--- src/design/evg_pkg.sv ---
// ----------------------------------------------------------------------------
// evg_pkg
// Shared types, constants and step functions of the vignette gain pipeline.
// ----------------------------------------------------------------------------
package evg_pkg;

  typedef struct packed {
    logic [11:0] pixel_x;
    logic [11:0] pixel_y;
    logic [7:0]  red_in;
    logic [7:0]  green_in;
    logic [7:0]  blue_in;
    logic [7:0]  alpha_in;
  } pix_in_t;

  typedef struct packed {
    logic [7:0] red_out;
    logic [7:0] green_out;
    logic [7:0] blue_out;
    logic [7:0] alpha_out;
  } pix_out_t;

  // configuration register indexes
  localparam logic [2:0] CfgStrength  = 3'd0;
  localparam logic [2:0] CfgInner     = 3'd1;
  localparam logic [2:0] CfgFeather   = 3'd2;
  localparam logic [2:0] CfgRoundness = 3'd3;
  localparam logic [2:0] CfgOffsetX   = 3'd4;
  localparam logic [2:0] CfgOffsetY   = 3'd5;
  localparam logic [2:0] CfgWidth     = 3'd6;
  localparam logic [2:0] CfgHeight    = 3'd7;

  localparam int StepsPerStage = 4;
  localparam int DivW          = 64;
  localparam int DivStages     = DivW / StepsPerStage;
  localparam int RootW         = 32;
  localparam int SqrtStages    = RootW / StepsPerStage;
  localparam int ShadeLat      = 14;
  localparam int PipeLat       = 2 + DivStages + 1 + SqrtStages + ShadeLat;

  typedef struct packed {
    logic [63:0] nq;
    logic [25:0] rem;
  } div_st_t;

  typedef struct packed {
    logic [63:0] rad;
    logic [33:0] rem;
    logic [31:0] root;
  } sqrt_st_t;

  function automatic logic [6:0] sat_pct(logic [6:0] p);
    return (p > 7'd100) ? 7'd100 : p;
  endfunction

  // restoring division, one quotient bit per step
  function automatic div_st_t div_steps(div_st_t st, logic [25:0] d);
    div_st_t     s;
    logic [26:0] t;
    s = st;
    for (int i = 0; i < StepsPerStage; i++) begin
      t    = {s.rem, s.nq[63]};
      s.nq = {s.nq[62:0], 1'b0};
      if (t >= {1'b0, d}) begin
        t       = t - {1'b0, d};
        s.nq[0] = 1'b1;
      end
      s.rem = t[25:0];
    end
    return s;
  endfunction

  // digit by digit square root, one root bit per step
  function automatic sqrt_st_t sqrt_steps(sqrt_st_t st);
    sqrt_st_t    s;
    logic [35:0] t;
    logic [35:0] trial;
    s = st;
    for (int i = 0; i < StepsPerStage; i++) begin
      t     = {s.rem, s.rad[63:62]};
      trial = {2'b00, s.root, 2'b01};
      s.rad = {s.rad[61:0], 2'b00};
      if (t >= trial) begin
        t      = t - trial;
        s.root = {s.root[30:0], 1'b1};
      end else begin
        s.root = {s.root[30:0], 1'b0};
      end
      s.rem = t[33:0];
    end
    return s;
  endfunction

endpackage

--- src/design/evg_sqrt.sv ---
// ----------------------------------------------------------------------------
// evg_sqrt
// Pipelined integer square root, 64-bit radicand, four root bits a stage.
// ----------------------------------------------------------------------------
module evg_sqrt (
  input  logic        clk_i,
  input  logic        en_i,
  input  logic [63:0] rad_i,
  output logic [31:0] root_o
);

  evg_pkg::sqrt_st_t st_q [evg_pkg::SqrtStages];
  evg_pkg::sqrt_st_t st_d [evg_pkg::SqrtStages];
  evg_pkg::sqrt_st_t init;

  always_comb begin
    init.rad  = rad_i;
    init.rem  = '0;
    init.root = '0;
    st_d[0]   = evg_pkg::sqrt_steps(init);
    for (int k = 1; k < evg_pkg::SqrtStages; k++) begin
      st_d[k] = evg_pkg::sqrt_steps(st_q[k-1]);
    end
  end

  always_ff @(posedge clk_i) begin
    if (en_i) begin
      st_q <= st_d;
    end
  end

  assign root_o = st_q[evg_pkg::SqrtStages-1].root;

endmodule

--- config.mk ---
export PLATFORM = sky130hd
export DESIGN_NAME = evg_sqrt
export DESIGN_NICKNAME = d
export VERILOG_FILES = /design/src/design/evg_pkg.sv /design/src/design/evg_sqrt.sv
export SDC_FILE = /design/constraint.sdc
export NUM_CORES = 2
export LEC_CHECK = 0
export ABC_AREA = 1
export BUFFER_PORTS_ARGS = -buffer_cell sky130_fd_sc_hd__buf_4
export CAP_MARGIN = 5
export CELL_PAD_IN_SITES_DETAIL_PLACEMENT = 0
export CELL_PAD_IN_SITES_GLOBAL_PLACEMENT = 2
export CORE_UTILIZATION = 39
export DETAILED_ROUTE_END_ITERATION = 8
export GPL_ROUTABILITY_DRIVEN = 0
export PLACE_DENSITY = 0.88
export REMOVE_ABC_BUFFERS = 1
export SLEW_MARGIN = 20
export SYNTH_ARGS = -nofsm -noshare
export SYNTH_HDL_FRONTEND = slang
export SYNTH_SLANG_ARGS = --single-unit
--- constraint.sdc ---
create_clock -name clk_i -period 13.2 [get_ports clk_i]
set_clock_uncertainty 0.15 [all_clocks]
set_input_delay 2.64 -clock clk_i [delete_from_list [all_inputs] [get_ports clk_i]]
set_output_delay 2.64 -clock clk_i [all_outputs]
set_load 0.01 [all_outputs]
# Word level (Yosys, flattened, before mapping)
# Cells that the tools add are included.
classes:
  addsub: 31
  muxes: 63
  n_lt_le_gt_ge: 32
op_table:
  columns: ["op", "n"]
  rows:
  - ["$mux 34", 31]
  - ["$ge 36x10->1", 1]
  - ["$ge 36x11->1", 1]
  - ["$ge 36x12->1", 1]
  - ["$ge 36x13->1", 1]
  - ["$ge 36x14->1", 1]
  - ["$ge 36x15->1", 1]
  - ["$ge 36x16->1", 1]
  - ["$ge 36x17->1", 1]
  - ["$ge 36x18->1", 1]
  - ["$ge 36x19->1", 1]
  - ["$ge 36x20->1", 1]
  - ["$ge 36x21->1", 1]
  - ["$ge 36x22->1", 1]
  - ["$ge 36x23->1", 1]
  - ["$ge 36x24->1", 1]
  - ["$ge 36x25->1", 1]
  - ["$ge 36x26->1", 1]
  - ["$ge 36x27->1", 1]
  - ["$ge 36x28->1", 1]
  - ["$ge 36x29->1", 1]
  - ["$ge 36x3->1", 1]
  - ["$ge 36x30->1", 1]
  - ["$ge 36x31->1", 1]
  - ["41 further kinds", 72]
totals:
  reg_bits: 606
  output_inout_bits: 32
  elab_cells: 148

# Depth between registers and ports, before layout
depth:
  word_depth: 8
  ltp_mapped: 66

# Worst setup path after synthesis
# No wires, ideal clock.
synth_path:
  path_type: "flip-flop to flip-flop"
  startpoint: "register st_q[409] in the netlist's numbering"
  endpoint: "register st_q[300] in the netlist's numbering, data pin"
  setup_slack_ns: 4.215
  setup_time_ns: 0.252
  required_ns: 12.798
  stages_incl_launch_ff: 58
  arrival_ns: 8.582
  path_cell_list: "edfxtp_1 > inv_1 > ha_1 > a21oi_2 > inv_2 > nor2_2 > nand3_1 > a21oi_2 > nand2_4 > buf_2 > inv_1 > clkbuf_1 > clkbuf_1 > nand2_1 > o21ai_0 > ha_1 > nand2_1 > inv_1 > [22 not listed] > buf_2 > clkbuf_1 > clkbuf_1 > o21ai_0 > inv_1 > ha_1 > a21oi_1 > inv_1 > a31oi_1 > o21ai_0 > a31oi_1 > nand2_1 > nand2_1 > nand3_1 > buf_2 > buf_6 > nand2_1 > nand2_1"
synth_lines:
  columns: ["item", "line", "source"]
  rows:
  - ["from (decl)", "evg_sqrt.sv:12", "evg_pkg::sqrt_st_t st_q [evg_pkg::SqrtStages];"]
  - ["from (signal assigned)", "evg_sqrt.sv:28", "st_q <= st_d;"]

==> impl_metrics.csv <==
group,metric,value,unit
worst_setup_path,worst-endpoint-required,13620,ps
finish,post_layout_utilization_of_the_core,42.3,%
synthesis,postSynthRegisterBits,606,
sta,min_cycle_time_layout,12630,ps
power_and_ir_drop,p_per_area,300,nW/um^2
power_and_ir_drop,leakagePower,38.1,nW
grt,grt_max_degree,148,
die,io_pins,98,
sta,finalHoldViolations,0,
routing,highest-signal-layer,"met4",
synthesis,netlist-cell-type-count,76,
sta,max_clock_freq,0.0792,GHz
sta,worst_rel_slew_slack,28.0,%
routing,drtIter0Drc,7980,
die,std_cell_rows,161,
routing,met2_length,131000,um
clock_network,cts_inserted_buffers,76,
grt,first_pass_grt_wire_length,440000,um
synthesis,ys_async_sr_fraction,0,%
sta,setup_tns,0,ps
clock_network,path_clk_slew,60,ps
placement,dp_hpwl,244000,um
grt,grt_pass1_vias,73900,
die,floorplan.core_area,193000,sq um
routing,finalWirelength,292000,um
routing,m1WireLength,133000,um
sta,grt_setup_unrepaired,"false",
routing,detailroute.wirelength.met3,19100,um
synthesis,syn_avg_cell_area,6.27,sq um
synthesis,synth-warning-count,0,
clock_network,clock_insertion_delay_at_the_later_pin_of_the_skew_report,740,ps
routing,drtPass1Iterations,7,
sta,report.final.setup_viol,0,
worst_setup_path,cp_max_fo,33,
synthesis,postSynthCellCount,12100,
worst_setup_path,worst_setup_path_end_kind,"flop",
sta,post-route-period-util,95.6,%
grt,track_usage,28.8,%
clock_network,h-tree-depth,3,
clock_network,cts_tree,"built",
routing,detail_route.wl_per_cell,19.8,um
finish,final_cell_mix,"3559 x nand2_1, 1664 x inv_1, 1469 x nor2_1, 911 x nand3_1, 720 x a21oi_1",
routing,route.detailed.drc,0,
worst_setup_path,crit_path_frequent_cell,"nand2_1",
finish,layout-drive-gt1-share,5.08,%
routing,detailroute.via_count,80000,
routing,antenna_violating_nets_post_route,0,
flow_run,cap_violations,0,
sta,drv_slew,0,
clock_network,cts.root.buffer_cell,"clkbuf_16",
routing,drt-vias-per-instance,5.43,
grt,number_of_antenna_violations_at_the_first_check_in_global_routing,2,
grt,grt_overflow,0,
worst_setup_path,cp_slowest_cell,"edfxtp_1",
synthesis,yosys.area.top_type_share,24.0,%
status,run_status,"finished clean",
clock_network,clock_tree.buffer_depth,3,
sta,max_slew.worst_pin.slew,1080,ps
placement,io_buffer_count,97,
die,die_y,443,um
worst_setup_path,critPathMaxStageDelay,760,ps
worst_hold_path,min-delay-path-class,"reg2reg",
finish,nNetsFinal,12800,
synthesis,mapped_cell_area,75800,sq um
worst_setup_path,cp_data_arrival_time,13050,ps
synthesis,synth_enable_flop_cells,606,
worst_setup_path,cp-start-kind,"flop",
synthesis,synth_top_area_cell,"edfxtp_1",
finish,area_delta_synth_final,7.62,%
die,die_x,443,um
synthesis,synthTopCellsByArea,"edfxtp_1 24%, nand2_1 18%, ha_1 9.2%",
power_and_ir_drop,vdd_drop_max,228,uV
finish,mostFrequentLayoutCell,"nand2_1",
die,start_util,39.3,%
placement,pre_cts_slack,405,ps
clock_network,cts.sinks,606,
synthesis,synth.yosys.seq_area_share,24.0,%
synthesis,postSynth.topFlopCell,"edfxtp_1",
worst_setup_path,worst-setup-path-type,"reg2reg",
sta,final_critical_path_setup_slack,575,ps
die,die-area,196000,sq um
[flip-flops by register name, indices dropped and copies added, names as in the netlist]
register / flops
st_d: 168
st_q: 406
root_o: 32
[synth_stat cells, drive strengths merged, types with 15 or more instances]
cell type	n
nand3b	90
nor3	175
a21oi	737
or2	43
clkbuf	60
buf	119
and3	15
a21boi	22
nand4	240
a211oi	15
a21o	31
xor2	180
nand2	3625
nand3	969
o211ai	27
ha	560
inv	1719
a31oi	81
o21bai	36
xnor2	291
edfxtp	606
nor4	26
o21a	61
nor2	1556
o21ai	739
[path summary, 6_finish.rpt]
kind | start | end | slack [ps] | cells after the start
max | st_q[407] | st_q[306] | 570 | 52
min | st_d[772] | st_q[772] | 260 | 0
max reg2reg | st_q[407] | st_q[306] | 570 | 52
min reg2reg | st_d[772] | st_q[772] | 260 | 0
[critical path, delay by kind of cell (launching register included)]
| family | cells | cell delay [ps] |
|---|---|---|
| fa+ha+maj | 4 | 1600 |
| compound gates | 10 | 2740 |
| buf+inv | 12 | 2600 |
| simple gates | 26 | 4510 |
| flops | 1 | 760 |
[layer usage]
layer	track usage, %	vias to the layer above
met5	0	-
met4	8.23	0
met3	3.26	378
met2	47.0	2761
met1	39.7	37000
li1	-	39900
[where the power goes]
part	switching (mW)	internal, mW
logic	13.0	6.05
clock network	0.945	1.29
registers	0.335	2.82
[metrics by stage]
step	power [mW]	area, sq um	hold slack [ps]	instances
6_report	24.5	81600	258	14700
5_1_grt	26.8	81500	269	14700
4_1_cts	24.3	81500	255	14700
3_5_place_dp	21.9	78900	255	14600
3_3_place_gp	21.9	78900	250	14600
2_1_floorplan	16.6	74700	250	11900
[area by class of cell]
cell class	count	area, sq um
fill	20700	111000
multi-input combinational	9586	50000
sequential	606	18200
inverter	1725	6480
tap	2526	3160
clock buffer	85	1940
timing repair buffer	139	1090
clock inverter	51	677
timing repair inverter	1	7.51
antenna	3	7.51
[logic make-up after synthesis]
group	count (synthesis)	share of synthesized area [%]
simple gates	6760	38.3
mux	2	0.0264
buf+inv	1904	10.0
other cells	1	0.00495
compound gates	1790	13.0
fa+ha+maj	560	9.25
flops	606	24.0
xor+xnor	471	5.44
[what timing repair did]
item / 4_1_cts / 5_1_grt
hold buffers: 0 / 0
endpoints found under the setup margin: 0 / 35
setup buffers: 0 / 2
resized for setup: 0 / 6
(Power assumes the default switching activity.)
